## config.mk

```make
export PLATFORM = sky130hd
export DESIGN_NAME = shm_cell
export DESIGN_NICKNAME = d
export VERILOG_FILES = /design/src/hw/rtl/shm_pkg.sv /design/src/hw/rtl/shm_cell.sv
export SDC_FILE = /design/constraint.sdc
export NUM_CORES = 1
export LEC_CHECK = 0
export BUFFER_PORTS_ARGS = -buffer_cell sky130_fd_sc_hd__clkbuf_2
export CORE_MARGIN = 5
export CORE_UTILIZATION = 61
export DETAILED_ROUTE_END_ITERATION = 8
export GPL_TIMING_DRIVEN = 0
export MAX_ROUTING_LAYER = met4
export PLACE_DENSITY = 0.84
export SYNTH_ARGS = -nofsm -noshare
export SYNTH_HDL_FRONTEND = slang
export SYNTH_SLANG_ARGS = --single-unit
```

## constraint.sdc

```tcl
create_clock -name clk_i -period 5.8 [get_ports clk_i]
set_clock_uncertainty 0.05 [all_clocks]
set_input_delay 0.58 -clock clk_i [delete_from_list [all_inputs] [get_ports clk_i]]
set_output_delay 0.58 -clock clk_i [all_outputs]
set_load 0.05 [all_outputs]
```

## src/hw/rtl/shm_pkg.sv

```systemverilog
// Shared types and constants for the signal health monitor.
// Used by shm_cell and signal_health_monitor; depends on nothing else.
package shm_pkg;

  typedef enum logic [2:0] {
    KIND_TICK      = 3'd0,
    KIND_UPDATE    = 3'd1,
    KIND_RESET_ONE = 3'd2,
    KIND_RESET_ALL = 3'd3,
    KIND_EVALUATE  = 3'd4,
    KIND_QUERY     = 3'd5,
    KIND_LOAD      = 3'd6
  } kind_e;

  typedef enum logic [2:0] {
    LIM_CRIT_TO   = 3'd0,
    LIM_WARN_TO   = 3'd1,
    LIM_CRIT_LOW  = 3'd2,
    LIM_CRIT_HIGH = 3'd3,
    LIM_WARN_LOW  = 3'd4,
    LIM_WARN_HIGH = 3'd5,
    LIM_ENABLE    = 3'd6
  } lim_sel_e;

  typedef enum logic [1:0] {
    ST_OK   = 2'd0,
    ST_WARN = 2'd1,
    ST_CRIT = 2'd2
  } status_e;

  typedef enum logic {
    CS_IDLE = 1'b0,
    CS_EVAL = 1'b1
  } ctrl_state_e;

  localparam int unsigned DataW = 32;

  // Command broadcast to every cell on a transfer
  typedef struct packed {
    logic                    tick;
    logic                    upd;
    logic                    clr_one;
    logic                    clr_all;
    logic                    load;
    logic [2:0]              lsel;
    logic signed [DataW-1:0] data;
  } cell_cmd_t;

  // What one cell shows for a query
  typedef struct packed {
    logic                    seen;
    status_e                 judge;
    logic signed [DataW-1:0] value;
    logic [DataW-1:0]        age;
  } cell_view_t;

endpackage

```

## src/hw/rtl/shm_cell.sv

```systemverilog
// One monitored signal: sample, age, seen flag, limits and its status judge.
// Passes a registered worst-status token to its neighbor. Depends on shm_pkg.
module shm_cell (
  input  logic               clk_i,
  input  logic               rst_ni,
  input  shm_pkg::cell_cmd_t cmd_i,
  input  logic               hit_i,
  input  logic               active_i,
  input  shm_pkg::status_e   worst_i,
  output shm_pkg::status_e   worst_o,
  output shm_pkg::cell_view_t view_o
);
  import shm_pkg::*;

  logic signed [DataW-1:0] sample_q, sample_d;
  logic [DataW-1:0]        age_q, age_d;
  logic                    seen_q, seen_d;
  logic [DataW-1:0]        crit_to_q, crit_to_d;
  logic [DataW-1:0]        warn_to_q, warn_to_d;
  logic signed [DataW-1:0] crit_lo_q, crit_lo_d;
  logic signed [DataW-1:0] crit_hi_q, crit_hi_d;
  logic signed [DataW-1:0] warn_lo_q, warn_lo_d;
  logic signed [DataW-1:0] warn_hi_q, warn_hi_d;
  logic                    en_q, en_d;
  status_e                 worst_q, worst_d;

  status_e                 to_st, val_st, judge;
  logic [DataW-1:0]        timeout_val;
  logic                    clear;

  // Timeout and range judgement
  always_comb begin
    to_st  = ST_OK;
    val_st = ST_OK;
    if (seen_q) begin
      if (age_q > crit_to_q) begin
        to_st = ST_CRIT;
      end else if (age_q > warn_to_q) begin
        to_st = ST_WARN;
      end
    end else if (crit_to_q != '0) begin
      to_st = ST_CRIT;
    end
    if (en_q) begin
      if (sample_q < crit_lo_q || sample_q > crit_hi_q) begin
        val_st = ST_CRIT;
      end else if (sample_q < warn_lo_q || sample_q > warn_hi_q) begin
        val_st = ST_WARN;
      end
    end
    judge = (to_st > val_st) ? to_st : val_st;
  end

  // Fold own status into the token from the left neighbor
  always_comb begin
    worst_d = worst_i;
    if (active_i && judge > worst_i) begin
      worst_d = judge;
    end
  end

  assign clear       = (cmd_i.clr_one && hit_i) || (cmd_i.clr_all && active_i);
  assign timeout_val = cmd_i.data[DataW-1] ? '0 : cmd_i.data;

  always_comb begin
    sample_d  = sample_q;
    age_d     = age_q;
    seen_d    = seen_q;
    crit_to_d = crit_to_q;
    warn_to_d = warn_to_q;
    crit_lo_d = crit_lo_q;
    crit_hi_d = crit_hi_q;
    warn_lo_d = warn_lo_q;
    warn_hi_d = warn_hi_q;
    en_d      = en_q;
    if (cmd_i.tick && seen_q && age_q != '1) begin
      age_d = age_q + 1'b1;
    end
    if (cmd_i.upd && hit_i) begin
      sample_d = cmd_i.data;
      age_d    = '0;
      seen_d   = 1'b1;
    end
    if (clear) begin
      sample_d = '0;
      age_d    = '0;
      seen_d   = 1'b0;
    end
    if (cmd_i.load && hit_i) begin
      unique case (cmd_i.lsel)
        LIM_CRIT_TO:   crit_to_d = timeout_val;
        LIM_WARN_TO:   warn_to_d = timeout_val;
        LIM_CRIT_LOW:  crit_lo_d = cmd_i.data;
        LIM_CRIT_HIGH: crit_hi_d = cmd_i.data;
        LIM_WARN_LOW:  warn_lo_d = cmd_i.data;
        LIM_WARN_HIGH: warn_hi_d = cmd_i.data;
        LIM_ENABLE:    en_d      = cmd_i.data[0];
        default: ;
      endcase
    end
  end

  always_ff @(posedge clk_i or negedge rst_ni) begin
    if (!rst_ni) begin
      sample_q  <= '0;
      age_q     <= '0;
      seen_q    <= 1'b0;
      crit_to_q <= '0;
      warn_to_q <= '0;
      crit_lo_q <= '0;
      crit_hi_q <= '0;
      warn_lo_q <= '0;
      warn_hi_q <= '0;
      en_q      <= 1'b0;
      worst_q   <= ST_OK;
    end else begin
      sample_q  <= sample_d;
      age_q     <= age_d;
      seen_q    <= seen_d;
      crit_to_q <= crit_to_d;
      warn_to_q <= warn_to_d;
      crit_lo_q <= crit_lo_d;
      crit_hi_q <= crit_hi_d;
      warn_lo_q <= warn_lo_d;
      warn_hi_q <= warn_hi_d;
      en_q      <= en_d;
      worst_q   <= worst_d;
    end
  end

  assign worst_o      = worst_q;
  assign view_o.seen  = seen_q;
  assign view_o.judge = judge;
  assign view_o.value = sample_q;
  assign view_o.age   = age_q;

endmodule

```

# [Word-level counts from Yosys, hierarchy flattened]
# Cells that the tools add are included.
# Widths: inputs -> output; s select.
[totals] register_bits=260 inputBits=46
[op_classes] n_addsub=1 n_lt_le_gt_ge=8 eq_ne=7 n_mux=17 reduce_logical=21
[op_table] cell="$mux 32" n=5
[op_table] cell="$gt 32x32->1" n=4
[op_table] cell="$lt 32x32->1" n=2
[op_table] cell="$add 32x1->32 const B" n=1
[op_table] cell="$ne 32x32->1 const B" n=1
[op_table] cell="$reduce_bool 32->1" n=1
[op_table] cell="$mux 31" n=1
[op_table] cell="$mux 2" n=7
[op_table] cell="$reduce_and 2->1" n=7
[op_table] cell="$eq 3x3->1 const B" n=3
[op_table] cell="$logic_and 1x1->1" n=7
[op_table] cell="$eq 3x2->1 const B" n=2
[op_table] cell="$gt 2x2->1" n=2
[op_table] cell="$mux 1" n=4
[op_table] cell="$eq 3x1->1 const B" n=1
[op_table] cell="$logic_not 3->1" n=1
[op_table] cell="$logic_or 1x1->1" n=3
[op_table] cell="$reduce_bool 3->1" n=1
[op_table] cell="$reduce_bool 2->1" n=1

# [Depth between registers and ports, before layout]
# Gate-level depths: netlist (run 1).
[logic_depth] depth_word=10 mapped_depth=19 ltp_nobuf=19

# [Least setup slack after synthesis (run 1)]
# Ideal clock, no wire load.
[synth_path] path_type="reg2out" from="register sample_q[15]" to="output view_o[64] (netlist bit)" t_arrival_ps=4368 slack_ps=802 path_stages_with_launch=14 cell_sequence="dfrtp_1 ha_1 nand4_1 or4_1 a21o_1 a41oi_2 nor4_1 or3b_1 a2111o_1 inv_1 ha_1 nor2_1 o21ai_0 mux2i_1"
[synth_rtl] item="start: declaration" line="shm_cell.sv:15" rtl="logic signed [DataW-1:0] sample_q, sample_d;"
[synth_rtl] item="start signal: assignment" line="shm_cell.sv:117" rtl="sample_q <= sample_d;"
[synth_rtl] item="end: declaration" line="shm_cell.sv:11" rtl="output shm_pkg::cell_view_t view_o"

==> flow_summary_export.csv, run 1 <==
group,metric,value,unit
power_and_ir_drop,swShare,0.313,
synthesis,syn_area_per_cell,9.02,µm²
drt,drtIter0Drc,1007,
placement,hpwl,29.4,mm
drt,drtAntennaViolNets,0,
drt,drc,0,
sta,fin_setup_tns,0,ps
placement,io_buffers,114,
worst_setup_path,cp_data_arrival_time,4880,ps
worst_setup_path,required,5170,ps
cts,clock_path_buffers,3,
power_and_ir_drop,combPwrFrac,0.238,
power_and_ir_drop,peakVddDrop,0.234,mV
sta,max_freq,181,MHz
power_and_ir_drop,internal_power,0.00363,W
cts,cts_made_buffers,28,
cts,ctsHoldBuffers,0,
grt,grt-ovfl-total,0,
cts,path_clk_slew,60,ps
grt,grt_usage,0.286,
finish,drive_gt1_frac,0.108,
job,maxCapViolCount,0,
worst_setup_path,crit_path_end_kind,"output port",
synthesis,ys.warnings.count,0,
drt,drt-vias-per-instance,5.87,
worst_hold_path,hp-class,"primary input to asynchronous set/reset pin",
sta,finalHoldViolations,0,
worst_setup_path,r2r_slack,860,ps
synthesis,synth_top_area_frac,0.433,
grt,antenna_found_initial,2,
power_and_ir_drop,power_density,313,nW/µm²
cts,cts_tree,"built",
cts,postCtsSetupBuffers,0,
floorplanning,placementRows,57,
synthesis,syn-cell-area,14900,µm²
power_and_ir_drop,seq_power_share,0.427,
synthesis,yosys.area.top_type,"dfrtp_1",
finish,final_util,0.698,
power_and_ir_drop,power,0.00529,W
floorplanning,die_y,166,µm
power_and_ir_drop,power.net_switching,0.00166,W
grt,grt_max_degree,92,
floorplanning,die-width,166,µm
worst_setup_path,critical_path_class,"flip-flop to output port",
floorplanning,core_area,24200,µm²
worst_setup_path,r2r_start,"sample_q[11]$_DFFE_PN0P_",
placement,dp.cells,2093,
synthesis,synth_fp_nets,1893,
synthesis,ys_types,53,
worst_setup_path,start_kind,"flip-flop",
power_and_ir_drop,p_leak,8.37,nW
worst_setup_path,crit_path_max_fanout,6,
sta,setup_violations,0,
cts,root_buffer,"clkbuf_16",
sta,period_share,0.950,
sta,rsz0062_at_grt,"false",
finish,instances_no_fill,2146,
floorplanning,die_area,27700,µm²
synthesis,synth_flop_cell,"dfrtp_1",
synthesis,synth_area_leaders,"dfrtp_1 (43%), ha_1 (16%), nand2_1 (7.1%)",
sta,fin_crit,5510,ps
finish,area_growth_syn_to_layout,13.1,%
cts,cts.sinks,258,
placement,place_congestion,0.931,
power_and_ir_drop,pwr-share-clk,0.335,
synthesis,synth_edf_count,0,
sta,hold_slack,42.4,ps
floorplanning,pin_count,115,
synthesis,yosysMostFrequentCell,"nand2_1",
synthesis,synthTopCellsByCount,"nand2_1 (282), dfrtp_1 (258), inv_1 (205)",
synthesis,yosysSeqAreaShare,0.433,
drt,drt-pass1-iter-count,5,
drt,dr_total_vias,12600,
worst_setup_path,worstRegToRegCells,18,
sta,slew_headroom,0.213,
grt,grt_pass1_vias,12600,
cts,htree_levels,1,
synthesis,ys_seq_elements,258,
sta,final-max-slew-violation-count,0,
synthesis,synthArstFlopShare,1.00,
synthesis,synthCells,1653,
cts,clock_latency,550,ps
floorplanning,initial_utilization,0.617,
sta,worst_slew_pin_slew,1180,ps
grt,grt_pass1_wl,63.8,mm
drt,routed_wl,39.0,mm
drt,wl_per_cell,18.2,µm
finish,nets,2039,
worst_setup_path,worstReg2RegEnd,"worst_o[0]$_DFF_PN0_",
status,run_status,"complete, no violations",
[flip-flops by register name, summed over array words and instances, names as in the netlist]
register	flops
crit_lo_q	32
worst_o	2
warn_lo_q	32
warn_to_q	31
age_q	32
sample_q	32
crit_hi_q	32
en_q	1
seen_q	1
warn_hi_q	32
crit_to_q	31
[cells by family after synthesis]
logic type,after synthesis,synth area share
and+or+nand+nor,527,0.161
DFF,258,0.433
AOI/OAI and AO/OA,345,0.130
muxes,39,0.0294
buffers and inverters,258,0.0652
xor gates and xnor gates,32,0.0188
adders and majority gates,194,0.163
[worst max path at each step]
stage	startpoint	endpoint	slack, ps	depth (start not counted)
after floorplan	sample_q[15]$_DFFE_PN0P_	view_o[64]	800	13
after global routing	sample_q[15]$_DFFE_PN0P_	view_o[64]	40	14
after detailed placement	sample_q[11]$_DFFE_PN0P_	view_o[64]	660	14
after global placement	rst_ni	warn_lo_q[23]$_DFFE_PN0P_	-1060	1
after CTS	sample_q[11]$_DFFE_PN0P_	view_o[64]	80	14
final	sample_q[11]$_DFFE_PN0P_	view_o[64]	290	14
[cell type report]
| class | count | area (µm²) |
|---|---|---|
| multi-input cells | 1137 | 7490 |
| well taps | 324 | 405 |
| clock inverters | 6 | 82.6 |
| flip-flops and latches | 258 | 6460 |
| plain buffers | 53 | 203 |
| inverters | 205 | 769 |
| clock buffers | 45 | 826 |
| diodes | 2 | 5.00 |
| repair buffers | 116 | 634 |
| fillers | 1774 | 7300 |
[per-layer routing]
layer  vias up  GRT usage  wire, µm
met5         -          -         0
met4         0     0.0982      1500
met3       115     0.0428      2750
met2       485      0.464     18700
met1      6111      0.372     16000
li1       5896          -         -
[power by group through the flow]
stage	clock, W	combinational, W	sequential [W]
2_1_floorplan	0	0.000813	0.00229
3_3_place_gp	0	0.00116	0.00227
3_5_place_dp	0	0.00123	0.00229
4_1_cts	0.00179	0.00125	0.00226
5_1_grt	0.00186	0.00143	0.00229
6_report	0.00177	0.00126	0.00226
[timing repair]
item                       in CTS  in global routing
setup endpoints to repair       0                  1
hold endpoints to repair        0                  0
resized for setup               0                  3
[cell usage in the layout (no fill, tap or decap), drive strengths merged, types with 3 or more instances in the layout]
| cell type | netlist | final |
|---|---|---|
| nand2 | 282 | 282 |
| dfrtp | 258 | 258 |
| clkbuf | 48 | 207 |
| inv | 205 | 205 |
| ha | 194 | 194 |
| o21ai | 180 | 180 |
| a21oi | 95 | 95 |
| nor2 | 69 | 69 |
| nand2b | 42 | 42 |
| nand4 | 36 | 36 |
| mux2 | 36 | 36 |
| nand3 | 33 | 33 |
| a21o | 19 | 19 |
| xor2 | 17 | 17 |
| nor4 | 17 | 17 |
| xnor2 | 15 | 15 |
| nor3 | 11 | 11 |
| nor2b | 8 | 8 |
| a211oi | 8 | 8 |
| and3 | 7 | 7 |
| o21a | 7 | 7 |
| o211ai | 7 | 7 |
| buf | 5 | 7 |
| a221oi | 6 | 6 |
| and4 | 6 | 6 |
| and2 | 5 | 5 |
| o221ai | 3 | 3 |
| mux2i | 3 | 3 |
| clkinv | 0 | 3 |
[worst max-delay path, cell delays in order (launching register included)]
cell and delay [ps]:
dfrtp_1 480, ha_1 370, nand4_1 160, or4_1 570
a21o_1 190, a41oi_2 260, nor4_1 90, or3b_1 380
a2111o_1 470, inv_1 90, ha_1 150, nor2_1 40
o21ai_1 300, mux2i_1 430, clkbuf_2 360
[stage by stage]
stage / cell area [µm²] / worst slack, ps
after global placement: 15900 / -1060
final: 16900 / 289
after detailed placement: 16000 / 663
after floorplan: 14900 / 802
after global routing: 16900 / 43.5
after CTS: 16900 / 75.7
Note: power is estimated with default switching activity, not from simulation.
==> inputs of run 2 (changes only) <==
==> constraint.sdc (replaced) <==
create_clock -name clk_i -period 7 [get_ports clk_i]
set_clock_uncertainty 0.05 [all_clocks]
set_input_delay 0.7 -clock clk_i [delete_from_list [all_inputs] [get_ports clk_i]]
set_output_delay 0.7 -clock clk_i [all_outputs]
set_load 0.05 [all_outputs]
==> flow_summary_export.csv, run 2 (same netlist as run 1, synthesis figures left out) <==
group,metric,value,unit
placement,dp.cells,2093,
drt,met1_length,15.9,mm
cts,clock_latency,550,ps
sta,finalHoldViolations,0,
drt,wl_per_cell,18.1,µm
worst_setup_path,worstReg2RegEnd,"worst_o[0]$_DFF_PN0_",
finish,mostFrequentLayoutCell,"nand2_1",
worst_setup_path,critPathLaunch,"sample_q[5]$_DFFE_PN0P_",
cts,ctsResizeCount,0,
job,maxCapViolCount,0,
worst_setup_path,worst_path_dominant_cell_family,"compound AO/OA/AOI/OAI gates",
worst_setup_path,cpPeakStageDelay,530,ps
worst_hold_path,hp-class,"primary input to asynchronous set/reset pin",
sta,fin_setup_tns,0,ps
cts,path_clk_slew,60,ps
cts,cts_made_buffers,28,
finish,drive_gt1_frac,0.108,
floorplanning,pin_count,115,
drt,dr_total_vias,12600,
grt,grt_max_degree,92,
worst_setup_path,start_kind,"flip-flop",
finish,final_cell_mix,"nand2_1 (282), dfrtp_1 (258), inv_1 (205)",
worst_setup_path,worstRegToRegCells,17,
grt,grt_usage,0.286,
drt,drt-vias-per-instance,5.88,
drt,drtAntennaViolNets,0,
worst_setup_path,slowest_stage,"a2111oi_0",
placement,hpwl,29.4,mm
worst_setup_path,required,6250,ps
floorplanning,core_area,24200,µm²
finish,n_fill_cell,1774,
placement,io_buffers,114,
finish,area_growth_syn_to_layout,13.1,%
placement,post-place-ws,1740,ps
sta,max_freq,171,MHz
worst_setup_path,worst-path-buf-inv,1,
worst_setup_path,cpMostUsedCell,"o21ai_0",
floorplanning,die_area,27700,µm²
worst_setup_path,path_cells,"ha_1 > a21oi_1 > o21ai_0 > a221o_1 > a211o_1 > a2111oi_0 > mux2i_1 > o21ai_0 > ha_1 > nor2_1 > o21ai_0 > mux2i_1 > clkbuf_2",
sta,worst_slew_pin_slew,1220,ps
power_and_ir_drop,power_density,260,nW/µm²
power_and_ir_drop,peakVddDrop,0.194,mV
sta,rsz0062_at_grt,"false",
cts,postCtsSetupBuffers,0,
drt,wl_met2,18.6,mm
worst_setup_path,crit_path_max_fanout,6,
finish,instances_no_fill,2146,
sta,final-max-slew-violation-count,0,
placement,place_congestion,0.931,
floorplanning,die_y,166,µm
drt,routed_wl,38.9,mm
worst_setup_path,critical_path_class,"flip-flop to output port",
cts,ctsHoldBuffers,0,
drt,drtIter0Drc,1091,
cts,root_buffer,"clkbuf_16",
status,run_status,"complete, no violations",
drt,highest_layer,"met4",
worst_setup_path,r2r_slack,1860,ps
finish,seq_area,6460,µm²
cts,clock_path_buffers,3,
floorplanning,die-width,166,µm
worst_setup_path,r2r_start,"sample_q[5]$_DFFE_PN0P_",
worst_setup_path,cp_data_arrival_time,5090,ps
cts,cts_tree,"built",
floorplanning,placementRows,57,
grt,grt-ovfl-total,0,
power_and_ir_drop,power,0.00438,W
finish,multiInputGateArea,7490,µm²
drt,met3_length,2.84,mm
floorplanning,initial_utilization,0.617,
worst_setup_path,cp-endpoint,"view_o[64]",
sta,setup_violations,0,
power_and_ir_drop,p_leak,8.37,nW
drt,drc,0,
grt,grt_pass1_vias,12600,
finish,nets,2039,
worst_setup_path,crit_path_end_kind,"output port",
sta,setup_ws,1160,ps
grt,grt_pass1_wl,63.8,mm
worst_setup_path,crit_cells,13,
drt,drt-pass1-iter-count,5,
cts,htree_levels,1,
sta,slew_headroom,0.183,
sta,period_share,0.834,
cts,cts.sinks,258,
grt,antenna_found_initial,2,
sta,fin_crit,5840,ps
run 2: cell counts in the layout (fill, tap and decap cells not counted):
No cell type changed its count.
run 2: how the worst min path moves through the flow:
stage                              start                         to  slack (ps)
3_5_place_dp    warn_to_q[8]$_DFFE_PN0P_   warn_to_q[8]$_DFFE_PN0P_         420
6_report                          rst_ni       age_q[5]$_DFFE_PN0P_         160
2_1_floorplan                     rst_ni       age_q[0]$_DFFE_PN0P_         350
4_1_cts                           rst_ni       age_q[4]$_DFFE_PN0P_         170
3_3_place_gp   warn_to_q[18]$_DFFE_PN0P_  warn_to_q[18]$_DFFE_PN0P_         410
5_1_grt                           rst_ni       age_q[4]$_DFFE_PN0P_         220
run 2: stage by stage:
stage	hold slack, ps	utilization	instance area (µm²)
final	163	0.698	16900
after global routing	218	0.698	16900
after CTS	171	0.698	16900
after detailed placement	423	0.660	16000
after global placement	415	0.657	15900
after floorplan	354	-	14900
run 2: worst reg2reg max path, stage by stage (launching register included):
cell,delay [ps]
dfrtp_1,480
ha_1,360
a21oi_1,200
o21ai_0,140
a221o_1,310
a211o_1,280
a2111oi_0,530
mux2i_1,290
o21ai_0,250
ha_1,380
nor2_1,50
o21ai_0,460
mux2_4,350
ha_1,260
nand2_1,60
o211ai_1,170
nor2b_1,190
a211oi_1,210
run 2: area by class of cell:
type / instances / area share
Antenna cell: 2 / 0.000297
Buffer: 53 / 0.0120
Clock buffer: 45 / 0.0489
Clock inverter: 6 / 0.00489
Inverter: 205 / 0.0456
Multi-Input combinational cell: 1137 / 0.444
Sequential cell: 258 / 0.383
Tap cell: 324 / 0.0240
Timing Repair Buffer: 116 / 0.0376
run 2: routing by layer:
layer | track usage | vias up
met3 | 0.0428 | 118
li1 | - | 5894
met4 | 0.0982 | 0
met5 | - | -
met2 | 0.464 | 504
met1 | 0.372 | 6102
run 2: where the power goes:
part           switching [W]  internal [W]  leakage (nW)
combinational       0.000646      0.000394          4.64
clock               0.000595      0.000876         0.440
sequential          0.000135       0.00174          3.29
==> inputs of run 3 (changes only) <==
--- a/config.mk
+++ b/config.mk
@@ -7,11 +7,11 @@
 export LEC_CHECK = 0
 export BUFFER_PORTS_ARGS = -buffer_cell sky130_fd_sc_hd__clkbuf_2
 export CORE_MARGIN = 5
-export CORE_UTILIZATION = 61
+export CORE_UTILIZATION = 55
 export DETAILED_ROUTE_END_ITERATION = 8
 export GPL_TIMING_DRIVEN = 0
 export MAX_ROUTING_LAYER = met4
-export PLACE_DENSITY = 0.84
+export PLACE_DENSITY = 0.8
 export SYNTH_ARGS = -nofsm -noshare
 export SYNTH_HDL_FRONTEND = slang
 export SYNTH_SLANG_ARGS = --single-unit
==> constraint.sdc (replaced) <==
create_clock -name clk_i -period 5.2 [get_ports clk_i]
set_clock_uncertainty 0.05 [all_clocks]
set_input_delay 0.52 -clock clk_i [delete_from_list [all_inputs] [get_ports clk_i]]
set_output_delay 0.52 -clock clk_i [all_outputs]
set_load 0.05 [all_outputs]
==> flow_summary_export.csv, run 3 (same netlist as run 1, synthesis figures left out) <==
group,metric,value,unit
status,run_status,"complete, no violations",
drt,dr_total_vias,12500,
sta,slew_headroom,0.168,
cts,cts.sinks,258,
power_and_ir_drop,pwr-share-clk,0.343,
floorplanning,initial_utilization,0.556,
power_and_ir_drop,combPwrFrac,0.235,
worst_setup_path,cp_data_arrival_time,4480,ps
power_and_ir_drop,seq_power_share,0.422,
worst_setup_path,required,4630,ps
drt,drc,0,
drt,drt-vias-per-instance,5.79,
worst_hold_path,hp-class,"primary input to flip-flop",
sta,setup_ws,153,ps
drt,drt-pass1-iter-count,5,
sta,final-max-slew-violation-count,0,
power_and_ir_drop,swShare,0.311,
finish,final_cell_mix,"nand2_1 (282), dfrtp_1 (256), inv_1 (205)",
drt,routed_wl,39.1,mm
grt,grt_pass1_wl,64.5,mm
cts,root_buffer,"clkbuf_16",
floorplanning,die_y,175,µm
finish,fin_area,17000,µm²
cts,htree_levels,1,
placement,post-place-ws,137,ps
worst_setup_path,start_kind,"flip-flop",
floorplanning,core_area,26800,µm²
drt,wl_per_cell,18.1,µm
power_and_ir_drop,internal_power,0.00411,W
drt,drtAntennaViolNets,0,
grt,grt_pass1_vias,12600,
finish,mostFrequentLayoutCell,"nand2_1",
power_and_ir_drop,p_leak,8.41,nW
sta,finalHoldViolations,0,
grt,antenna_found_initial,2,
grt,grt_usage,0.265,
power_and_ir_drop,power.net_switching,0.00186,W
finish,instances_no_fill,2164,
placement,io_buffers,114,
floorplanning,die_area,30500,µm²
sta,max_freq,198,MHz
job,maxCapViolCount,0,
finish,drive_gt1_frac,0.115,
finish,area_growth_syn_to_layout,13.8,%
floorplanning,pin_count,115,
worst_setup_path,crit_path_end_kind,"output port",
sta,fin_crit,5050,ps
worst_setup_path,critical_path_class,"flip-flop to output port",
cts,cts_tree,"built",
grt,grt-ovfl-total,0,
finish,final_util,0.633,
sta,rsz0062_at_grt,"false",
cts,cts_made_buffers,28,
power_and_ir_drop,power_density,352,nW/µm²
floorplanning,die-width,175,µm
grt,grt_max_degree,116,
placement,place_congestion,0.901,
finish,nets,2041,
cts,clock_latency,550,ps
floorplanning,placementRows,60,
sta,setup_violations,0,
sta,worst_slew_pin_slew,1250,ps
sta,hold_slack,155,ps
placement,dpl_cell_area,16000,µm²
power_and_ir_drop,peakVddDrop,0.241,mV
sta,period_share,0.971,
cts,clock_path_buffers,3,
placement,hpwl,29.5,mm
drt,drtIter0Drc,939,
cts,path_clk_slew,70,ps
placement,dp.cells,2110,
worst_setup_path,crit_path_max_fanout,6,
[run 3: metrics by stage]
step | setup TNS [ps] | power, W
2_1_floorplan | 0 | 0.00347
3_3_place_gp | -414780 | 0.00382
3_5_place_dp | 0 | 0.00392
4_1_cts | 0 | 0.00598
5_1_grt | 0 | 0.00631
6_report | 0 | 0.00597
[run 3: area by class of cell]
| class | count | area [µm²] |
|---|---|---|
| multi-input combinational | 1137 | 7500 |
| clock buffer | 42 | 865 |
| tap | 341 | 427 |
| inverter | 205 | 769 |
| fill | 2151 | 9820 |
| antenna | 2 | 5.00 |
| timing repair buffer | 118 | 654 |
| buffer | 53 | 203 |
| clock inverter | 8 | 96.3 |
| sequential | 258 | 6460 |
[run 3: path summary, 6_finish.rpt]
| path | from | endpoint | slack, ps | depth (start not counted) |
|---|---|---|---|---|
| min in group asynchronous | rst_ni | age_q[13]$_DFFE_PN0P_ | 400 | 2 |
| max in group asynchronous | rst_ni | sample_q[20]$_DFFE_PN0P_ | 3350 | 4 |
| worst max-delay path | sample_q[13]$_DFFE_PN0P_ | view_o[64] | 150 | 14 |
| worst min-delay path | worst_i[1] | worst_o[1]$_DFF_PN0_ | 150 | 3 |
| worst max register to register | sample_q[13]$_DFFE_PN0P_ | worst_o[0]$_DFF_PN0_ | 400 | 18 |
| worst min register to register | warn_to_q[29]$_DFFE_PN0P_ | warn_to_q[29]$_DFFE_PN0P_ | 430 | 2 |
[run 3: worst max-delay path: stages (launching register included)]
cell	delay, ps
dfrtp_1	480
ha_1	350
nand4_1	160
or4_4	590
a21o_1	190
a41oi_2	210
nor4_1	90
or3b_1	380
a2111o_1	500
inv_1	90
ha_1	130
nor2_1	50
o21ai_2	220
mux2i_1	270
buf_4	240
[run 3: per-layer routing]
metal | global-route usage | routed length [µm] | up-vias
li1 | - | - | 5907
met1 | 0.352 | 16600 | 6091
met5 | - | 0 | -
met2 | 0.431 | 18500 | 457
met4 | 0.0694 | 1170 | 0
met3 | 0.0387 | 2840 | 77
[run 3: power by group through the flow]
stage,Sequential [W],Combinational [W],Clock (W)
after floorplan,0.00256,0.000907,0
after global placement,0.00254,0.00129,0
after detailed placement,0.00255,0.00137,0
after CTS,0.00252,0.00140,0.00207
after global routing,0.00255,0.00160,0.00216
final,0.00252,0.00141,0.00205
[run 3: what timing repair did]
action / in CTS / in global routing
pin swaps: 0 / 4
setup buffers: 0 / 1
endpoints found under the setup margin: 1 / 1
hold buffers: 1 / 0
endpoints found under the hold margin: 34 / 0
resized for setup: 4 / 5
